File: src/dday_pkg.sv
// ----------------------------------------------------------------------------
// Date day difference package
// Field widths, pipeline depth, the stage control group and the table of
// days before each month.
// ----------------------------------------------------------------------------
package dday_pkg;

    localparam int DDAY_MONTH_W    = 4;
    localparam int DDAY_DAY_W      = 7;
    localparam int DDAY_YEAR_W     = 14;
    localparam int DDAY_DIFF_W     = 23;
    localparam int DDAY_PART_W     = 9;
    localparam int DDAY_STAGES     = 4;
    localparam int DDAY_EPOCH_YEAR = 1970;

    // Advance enables, one per register stage, from first to last.
    typedef struct packed {
        logic [DDAY_STAGES-1:0] adv;
    } dday_ctrl_t;

    // Days before the first of the month in a common year. Month zero adds
    // nothing and months above twelve count as December.
    function automatic logic [DDAY_PART_W-1:0] days_before_month(
        input logic [DDAY_MONTH_W-1:0] month
    );
        logic [DDAY_PART_W-1:0] days;
        case (month)
            4'd0:    days = 9'd0;
            4'd1:    days = 9'd0;
            4'd2:    days = 9'd31;
            4'd3:    days = 9'd59;
            4'd4:    days = 9'd90;
            4'd5:    days = 9'd120;
            4'd6:    days = 9'd151;
            4'd7:    days = 9'd181;
            4'd8:    days = 9'd212;
            4'd9:    days = 9'd243;
            4'd10:   days = 9'd273;
            4'd11:   days = 9'd304;
            default: days = 9'd334;
        endcase
        return days;
    endfunction

endpackage

File: src/dday_in_if.sv
// ----------------------------------------------------------------------------
// Date pair channel
// Valid/ready channel carrying the two dates of one item.
// ----------------------------------------------------------------------------
interface dday_in_if;
    import dday_pkg::*;

    logic                    valid;
    logic                    ready;
    logic [DDAY_MONTH_W-1:0] first_month;
    logic [DDAY_DAY_W-1:0]   first_day;
    logic [DDAY_YEAR_W-1:0]  first_year;
    logic [DDAY_MONTH_W-1:0] last_month;
    logic [DDAY_DAY_W-1:0]   last_day;
    logic [DDAY_YEAR_W-1:0]  last_year;

    modport source (
        output valid, first_month, first_day, first_year,
        output last_month, last_day, last_year,
        input  ready
    );

    modport sink (
        input  valid, first_month, first_day, first_year,
        input  last_month, last_day, last_year,
        output ready
    );
endinterface

File: src/dday_out_if.sv
// ----------------------------------------------------------------------------
// Day difference channel
// Valid/ready channel carrying the signed day count of one item.
// ----------------------------------------------------------------------------
interface dday_out_if;
    import dday_pkg::*;

    logic                          valid;
    logic                          ready;
    logic signed [DDAY_DIFF_W-1:0] day_difference;

    modport source (
        output valid, day_difference,
        input  ready
    );

    modport sink (
        input  valid, day_difference,
        output ready
    );
endinterface

File: src/dday_pipe_ctrl.sv
// ----------------------------------------------------------------------------
// Pipeline control
// Valid bits for every stage and the advance enables that let a stage load
// when it is empty or when the stage after it moves on.
// ----------------------------------------------------------------------------
module dday_pipe_ctrl (
    input  logic               clk,
    input  logic               rst_n,
    input  logic               in_valid,
    output logic               in_ready,
    output logic               out_valid,
    input  logic               out_ready,
    output dday_pkg::dday_ctrl_t ctrl
);
    import dday_pkg::*;

    logic [DDAY_STAGES-1:0] valid_reg;
    logic [DDAY_STAGES-1:0] valid_next;
    logic [DDAY_STAGES-1:0] adv;

    always_comb
    begin
        adv[DDAY_STAGES-1] = !valid_reg[DDAY_STAGES-1] || out_ready;
        for (int k = DDAY_STAGES - 2; k >= 0; k--)
        begin
            adv[k] = !valid_reg[k] || adv[k+1];
        end
        valid_next[0] = adv[0] ? in_valid : valid_reg[0];
        for (int k = 1; k < DDAY_STAGES; k++)
        begin
            valid_next[k] = adv[k] ? valid_reg[k-1] : valid_reg[k];
        end
    end

    always_ff @(posedge clk or negedge rst_n)
    begin
        if (!rst_n)
        begin
            valid_reg <= '0;
        end
        else
        begin
            valid_reg <= valid_next;
        end
    end

    assign ctrl.adv  = adv;
    assign in_ready  = adv[0];
    assign out_valid = valid_reg[DDAY_STAGES-1];

    // A stalled second stage keeps its item.
    a_mid_hold: assert property (@(posedge clk) disable iff (!rst_n)
        valid_reg[1] && !adv[1] |=> valid_reg[1])
        else $error("stalled stage lost its item");

    // An accepted item occupies the first stage on the next cycle.
    a_enter: assert property (@(posedge clk) disable iff (!rst_n)
        in_valid && in_ready |=> valid_reg[0])
        else $error("accepted item did not enter the pipeline");

    // A full pipeline with a blocked output takes no new item.
    a_full_stall: assert property (@(posedge clk) disable iff (!rst_n)
        (&valid_reg) && !out_ready |-> !in_ready)
        else $error("full pipeline accepted an item");

    // Items move forward one stage at a time: the last stage, advancing while
    // the stage before it was full, becomes full.
    a_shift: assert property (@(posedge clk) disable iff (!rst_n)
        valid_reg[2] && adv[3] |=> valid_reg[3])
        else $error("item dropped between the last two stages");
endmodule

File: src/dday_date_pipe.sv
// ----------------------------------------------------------------------------
// Day number pipeline
// Three register stages that turn one date into its day count from the epoch.
// ----------------------------------------------------------------------------
module dday_date_pipe #(
    parameter int EPOCH_YEAR = dday_pkg::DDAY_EPOCH_YEAR
) (
    input  logic                             clk,
    input  dday_pkg::dday_ctrl_t             ctrl,
    input  logic [dday_pkg::DDAY_MONTH_W-1:0] month,
    input  logic [dday_pkg::DDAY_DAY_W-1:0]   day,
    input  logic [dday_pkg::DDAY_YEAR_W-1:0]  year,
    output logic [dday_pkg::DDAY_DIFF_W-1:0]  day_number
);
    import dday_pkg::*;

    localparam int Q4_W   = DDAY_YEAR_W - 2;
    localparam int Q100_W = 8;
    localparam int DIV25_MUL   = 1311;
    localparam int DIV25_SHIFT = 15;
    localparam int EPOCH_LEAPS_INT =
        (EPOCH_YEAR - 1) / 4 - (EPOCH_YEAR - 1) / 100 + (EPOCH_YEAR - 1) / 400;
    localparam logic [Q4_W-1:0]        EPOCH_LEAPS = Q4_W'(EPOCH_LEAPS_INT);
    localparam logic [DDAY_YEAR_W-1:0] EPOCH_Y     = DDAY_YEAR_W'(EPOCH_YEAR);

    // Stage 1: month offset plus day, and year/4 times the reciprocal of 25.
    logic [DDAY_YEAR_W-1:0] year_s1_reg;
    logic [DDAY_DIFF_W-1:0] prod_s1_reg, prod_s1_next;
    logic [DDAY_PART_W-1:0] part_s1_reg, part_s1_next;
    logic                   after_feb_s1_reg;

    always_comb
    begin
        prod_s1_next = DDAY_DIFF_W'(year[DDAY_YEAR_W-1:2]) * DDAY_DIFF_W'(DIV25_MUL);
        part_s1_next = days_before_month(month) + DDAY_PART_W'(day);
    end

    always_ff @(posedge clk)
    begin
        if (ctrl.adv[0])
        begin
            year_s1_reg      <= year;
            prod_s1_reg      <= prod_s1_next;
            part_s1_reg      <= part_s1_next;
            after_feb_s1_reg <= month > 4'd2;
        end
    end

    // Stage 2: leap rule and the closed-form leap count since the epoch.
    logic [Q4_W-1:0]        q4;
    logic [Q100_W-1:0]      q100;
    logic [Q4_W:0]          q100x25;
    logic                   century;
    logic                   leap;
    logic                   later;
    logic [Q4_W-1:0]        leaps_thru;
    logic [DDAY_YEAR_W-1:0] whole_s2_reg, whole_s2_next;
    logic [Q4_W-1:0]        leaps_s2_reg, leaps_s2_next;
    logic [DDAY_PART_W-1:0] part_s2_reg, part_s2_next;

    always_comb
    begin
        q4      = year_s1_reg[DDAY_YEAR_W-1:2];
        q100    = prod_s1_reg[DIV25_SHIFT +: Q100_W];
        q100x25 = {1'b0, q100, 4'b0000} + {2'b00, q100, 3'b000} + (Q4_W+1)'(q100);
        century = {1'b0, q4} == q100x25;
        leap    = (year_s1_reg[1:0] == 2'b00) && (!century || q100[1:0] == 2'b00);
        // Leap years in 1..year, less this year itself, gives 1..year-1.
        leaps_thru = q4 - Q4_W'(q100) + Q4_W'(q100[Q100_W-1:2]) - Q4_W'(leap);
        later   = year_s1_reg > EPOCH_Y;
        whole_s2_next = later ? year_s1_reg - EPOCH_Y : '0;
        leaps_s2_next = later ? leaps_thru - EPOCH_LEAPS : '0;
        part_s2_next  = part_s1_reg + DDAY_PART_W'(after_feb_s1_reg && leap);
    end

    always_ff @(posedge clk)
    begin
        if (ctrl.adv[1])
        begin
            whole_s2_reg <= whole_s2_next;
            leaps_s2_reg <= leaps_s2_next;
            part_s2_reg  <= part_s2_next;
        end
    end

    // Stage 3: whole years times 365, plus leap days and the in-year part.
    logic [DDAY_DIFF_W-1:0] day_number_reg, day_number_next;

    always_comb
    begin
        day_number_next = DDAY_DIFF_W'(whole_s2_reg) * DDAY_DIFF_W'(365)
                        + DDAY_DIFF_W'(leaps_s2_reg) + DDAY_DIFF_W'(part_s2_reg);
    end

    always_ff @(posedge clk)
    begin
        if (ctrl.adv[2])
        begin
            day_number_reg <= day_number_next;
        end
    end

    assign day_number = day_number_reg;
endmodule

File: src/date_day_difference.sv
// ----------------------------------------------------------------------------
// Date day difference
// Signed number of days from the first of two dates to the last.
// ----------------------------------------------------------------------------
// The block takes one pair of dates per item and returns the day count of
// the last date minus that of the first, as a 23-bit two's complement value
// that wraps on overflow. Each date is counted in days from EPOCH_YEAR under
// the Gregorian leap rule; years at or before the epoch add no whole-year
// days, months above twelve count as December, month zero adds no month
// lengths and the day is added as given. An item may be offered on every
// clock cycle and the block sustains one item per cycle while the result
// is taken. The block has four register stages: the divide-by-25
// reciprocal multiply, the leap-year logic, the multiply by 365 and the
// final subtraction into the output register. A stalled output holds the
// pipeline in place, so no item is lost or repeated, and the input stays
// ready while any stage is free.
// ----------------------------------------------------------------------------
module date_day_difference #(
    parameter int EPOCH_YEAR = dday_pkg::DDAY_EPOCH_YEAR
) (
    input  logic       clk,
    input  logic       rst_n,
    dday_in_if.sink    dates,
    dday_out_if.source result
);
    import dday_pkg::*;

    dday_ctrl_t             ctrl;
    logic [DDAY_DIFF_W-1:0] first_number;
    logic [DDAY_DIFF_W-1:0] last_number;
    logic [DDAY_DIFF_W-1:0] diff_reg, diff_next;

    // Valid bits and stall handling for all four stages.
    dday_pipe_ctrl u_ctrl (
        .clk       (clk),
        .rst_n     (rst_n),
        .in_valid  (dates.valid),
        .in_ready  (dates.ready),
        .out_valid (result.valid),
        .out_ready (result.ready),
        .ctrl      (ctrl)
    );

    // The two dates run through identical pipelines side by side.
    dday_date_pipe #(
        .EPOCH_YEAR (EPOCH_YEAR)
    ) u_first (
        .clk        (clk),
        .ctrl       (ctrl),
        .month      (dates.first_month),
        .day        (dates.first_day),
        .year       (dates.first_year),
        .day_number (first_number)
    );

    dday_date_pipe #(
        .EPOCH_YEAR (EPOCH_YEAR)
    ) u_last (
        .clk        (clk),
        .ctrl       (ctrl),
        .month      (dates.last_month),
        .day        (dates.last_day),
        .year       (dates.last_year),
        .day_number (last_number)
    );

    // The subtraction wraps modulo two to the 23rd, which is exactly the
    // two's complement result.
    always_comb
    begin
        diff_next = last_number - first_number;
    end

    always_ff @(posedge clk)
    begin
        if (ctrl.adv[DDAY_STAGES-1])
        begin
            diff_reg <= diff_next;
        end
    end

    assign result.day_difference = $signed(diff_reg);
endmodule
File: src/flat_wrapper.sv
// flat-port wrapper written by rule: the top's interface ports become plain ports
module date_day_difference_flat import dday_pkg::*;
#(
    parameter int EPOCH_YEAR = dday_pkg::DDAY_EPOCH_YEAR
)
  (clk, rst_n, dates_valid, dates_first_month, dates_first_day, dates_first_year, dates_last_month, dates_last_day, dates_last_year, dates_ready, result_valid, result_day_difference, result_ready);
  dday_in_if dates_i ();
  dday_out_if result_i ();
  input  logic clk;
  input  logic rst_n;
  input wire logic [$bits(dates_i.valid)-1:0] dates_valid;
  input wire logic [$bits(dates_i.first_month)-1:0] dates_first_month;
  input wire logic [$bits(dates_i.first_day)-1:0] dates_first_day;
  input wire logic [$bits(dates_i.first_year)-1:0] dates_first_year;
  input wire logic [$bits(dates_i.last_month)-1:0] dates_last_month;
  input wire logic [$bits(dates_i.last_day)-1:0] dates_last_day;
  input wire logic [$bits(dates_i.last_year)-1:0] dates_last_year;
  output wire logic [$bits(dates_i.ready)-1:0] dates_ready;
  output wire logic [$bits(result_i.valid)-1:0] result_valid;
  output wire logic [$bits(result_i.day_difference)-1:0] result_day_difference;
  input wire logic [$bits(result_i.ready)-1:0] result_ready;
  assign dates_i.valid = dates_valid;
  assign dates_i.first_month = dates_first_month;
  assign dates_i.first_day = dates_first_day;
  assign dates_i.first_year = dates_first_year;
  assign dates_i.last_month = dates_last_month;
  assign dates_i.last_day = dates_last_day;
  assign dates_i.last_year = dates_last_year;
  assign dates_ready = dates_i.ready;
  assign result_valid = result_i.valid;
  assign result_day_difference = result_i.day_difference;
  assign result_i.ready = result_ready;
  date_day_difference #(.EPOCH_YEAR(EPOCH_YEAR)) u_core (.clk(clk), .rst_n(rst_n), .dates(dates_i), .result(result_i));
endmodule
File: config.mk
export PLATFORM = sky130hd
export DESIGN_NAME = date_day_difference_flat
export DESIGN_NICKNAME = d
export VERILOG_FILES = /design/src/dday_pkg.sv /design/src/dday_in_if.sv /design/src/dday_out_if.sv /design/src/dday_pipe_ctrl.sv /design/src/dday_date_pipe.sv /design/src/date_day_difference.sv /design/src/flat_wrapper.sv
export SDC_FILE = /design/constraint.sdc
export NUM_CORES = 1
export LEC_CHECK = 0
export ABC_CLOCK_PERIOD_IN_PS = 17300
export BUFFER_PORTS_ARGS = -buffer_cell sky130_fd_sc_hd__buf_2
export CAP_MARGIN = 10
export CORE_MARGIN = 1.5
export CORE_UTILIZATION = 55
export CTS_CLUSTER_DIAMETER = 40
export DETAILED_ROUTE_END_ITERATION = 6
export PLACE_DENSITY = 0.72
export SYNTH_ARGS = -nofsm -noshare
export SYNTH_HDL_FRONTEND = slang
export SYNTH_SLANG_ARGS = --single-unit
File: constraint.sdc
create_clock -name clk -period 17.3 [get_ports clk]
set_clock_uncertainty 0.2 [all_clocks]
set_input_delay 2.595 -clock clk [delete_from_list [all_inputs] [get_ports clk]]
set_output_delay 2.595 -clock clk [all_outputs]
set_load 0.02 [all_outputs]
==> flow_summary.yaml <==
critical_path:
  slowest_stage: "fa_1"
  end_kind: "flop"
  worst-path-stages: 18
  crit_path_cell_trace: "buf_2 > fa_1 > ha_1 > inv_1 > fa_1 > inv_1 > fa_1 > inv_1 > fa_1 > inv_1 > ha_1 > nand4_1 > or3_1 > a21oi_2 > o41a_1 > o21ai_1 > a21oi_1 > xnor2_1"
  timing.critical_path.buf_inv: 5
  crit_path_start_kind: "input pin"
  crit_fanout: 10
  critPathRequiredTime_ps: 17390
  max_stage_delay_ps: 530
  path_delay_family: "adder cells"
  cp_data_arrival_time_ps: 6830
  rr_worst_depth: 25
  critical_path_class: "in2reg"
route:
  avgRoutedWirePerCell_um: 15.81
  viasPerCell: 5.375
  remaining_drc_errors: 7
  drt_iter0_markers: 861
  drtAntennaViolNets: 0
  firstDrtPassIters: 7
  routed_wl_mm: 45.56
  vias: 15490
placed_design:
  io_buffers: 78
  gp_congestion: 0.8787
  dpl.hpwl_mm: 38.14
worst_hold_path:
  hold_depth: 1
  hold_path.class: "reg2reg"
synthesis:
  synth_nets: 2962
  synth_compound_area_share_pct: 8.801
  synth_edf_count: 203
  yosysTopAreaCell: "edfxtp_1"
  syn_inst: 2215
  ys_types: 69
  syn_avg_cell_area_um2: 10.71
  synth_top_flop_cell: "edfxtp_1"
  seq_area_frac_synth_pct: 26.11
  synthSimpleGateAreaFrac_pct: 6.649
  synthAdderAreaFrac_pct: 43.98
  synth_seq_cells: 207
  yosysWarnings: 0
  synthArstFlopShare_pct: 1.932
  synth_area_mm2: 0.02373
  yosysTopAreaCellShare_pct: 25.69
  synth_top_family_by_area: "adder cells"
  synthXorXnorAreaFrac_pct: 5.758
  synth_mux_area_share_pct: 0.7382
  yosys-top-cells-area: "edfxtp_1, ha_1, fa_1"
die:
  core_area_mm2: 0.04223
  initial_core_util_pct: 56.19
  die_h_um: 210.7
  ios: 79
  fp.dieW_um: 210.7
  fp.dieArea_mm2: 0.04440
  num_rows: 75
cts:
  cts_htree_levels: 2
  cts_made_buffers: 35
  clockRootBuffer: "clkbuf_16"
  clk_pin_slew_ps: 50
  cts_resized: 0
  hold_buffers: 0
  cts_setup_buffers: 0
  numClockSinks: 207
  cts_buffer_depth: 3
  clkLatencyLatePin_ps: 550
  cts_tree: "built"
cells_and_area:
  seq_area_mm2: 0.006196
  syn_to_final_growth_pct: 9.624
  final_cell_mix: "inv_1, ha_1, fa_1"
  drive_gt1_share_pct: 7.042
  fill_cells: 3441
  multi_input_area_mm2: 0.01567
  final_common_cell: "inv_1"
  fin_nets: 3063
  num_antenna_cells: 0
global_routing:
  use_met2_pct: 37.23
  grt-busiest-layer: "met2"
  grt_max_degree: 72
  use_met3_pct: 2.394
  grt_pass1_wl_mm: 76.53
  grt_use_met1_pct: 28.30
  grt_usage_pct: 21.48
  grt_pass1_vias: 16180
  antenna_found_initial: 0
  grt-ovfl-total: 0
timing:
  drv_slew: 0
  period_share_pct: 38.98
  finalHoldViolations: 0
  worst_pin_slew_ps: 1085
  rsz0062_at_grt: "no"
  setup_viol: 0
  slew_headroom_pct: 27.39
  max_freq_mhz: 148.3
  fin_tns_setup_ps: 0
  period_needed_ps: 6744
flow_run:
  max_cap_violations: 0
status:
  outcome: "complete, but fails checks"
  violations: "DRC"
worst reg2reg max path, delay by kind of cell (launching register included):
kind	cells	cell delay [ps]
xor+xnor	1	140
mux	1	350
buf+inv	4	380
fa+ha+maj	8	2770
flops	1	480
compound gates	7	1480
simple gates	4	630
synth_stat cells (5+ instances only):
| cell | n |
|---|---|
| o2111ai_1 | 5 |
| o21bai_1 | 16 |
| buf_2 | 6 |
| fa_1 | 235 |
| nor3_1 | 31 |
| nand4_1 | 19 |
| and2_1 | 5 |
| and3_1 | 12 |
| edfxtp_1 | 203 |
| nor2_1 | 109 |
| nor2b_1 | 21 |
| a21oi_1 | 96 |
| or3_1 | 8 |
| nand3_1 | 24 |
| nand2_1 | 59 |
| o21ai_1 | 12 |
| a211oi_1 | 8 |
| o21ai_0 | 44 |
| clkbuf_1 | 8 |
| xor2_1 | 54 |
| inv_1 | 484 |
| nor4_1 | 5 |
| xnor2_1 | 102 |
| a31oi_1 | 13 |
| a21boi_0 | 6 |
| nand2b_1 | 17 |
| ha_1 | 458 |
| o211ai_1 | 8 |
| a21o_1 | 53 |
| o21a_1 | 12 |
| or2_2 | 5 |
| mux2i_1 | 13 |
layout make-up:
type	count	area share (%)
Multi-Input combinational cell	1507	60.24
Sequential cell	207	23.82
Inverter	484	6.984
Clock buffer	38	3.449
Tap cell	539	2.593
Timing Repair Buffer	81	1.587
Clock inverter	26	1.328
layer usage:
metal	part of all wire [%]	up-vias
met4	2.5	0
met1	46	7479
met5	0	-
li1	-	7644
met2	48	297
met3	3.5	70
final timing paths:
path	start	to	slack [ps]
hold reg to reg	u_core.u_ctrl.valid_reg[0]	u_core.u_ctrl.valid_reg[1]	270
setup reg to reg	u_core.u_last.prod_s1_reg[19]	u_core.u_last.leaps_s2_reg[11]	10640
hold / removal	u_core.u_ctrl.valid_reg[0]	u_core.u_ctrl.valid_reg[1]	270
min in group asynchronous	rst_n	u_core.u_ctrl.valid_reg[0]	1650
max in group asynchronous	rst_n	u_core.u_ctrl.valid_reg[2]	15120
setup / recovery	dates_first_year[12]	u_core.u_first.prod_s1_reg[22]	10560
stage by stage:
stage	setup slack [ps]	cell area [um^2]	hold WS, ps	instances	util [%]
2_1_floorplan	9702	23730	235.1	2215	-
3_3_place_gp	10050	24770	252.2	2818	58.65
3_5_place_dp	9989	24770	253.8	2818	58.65
4_1_cts	10550	26010	267.7	2882	61.60
5_1_grt	10230	26010	279.9	2882	61.60
6_report	10560	26010	267.6	2882	61.60
cells by family after synthesis:
group,after synthesis
buffers and inverters,501
adders and majority gates,693
DFF,207
muxes,17
xor gates and xnor gates,156
AOI/OAI and AO/OA,315
and+or+nand+nor,326
Power is not shown: default switching activity piles up to over one toggle a cycle in this logic, so the estimate is an artifact.
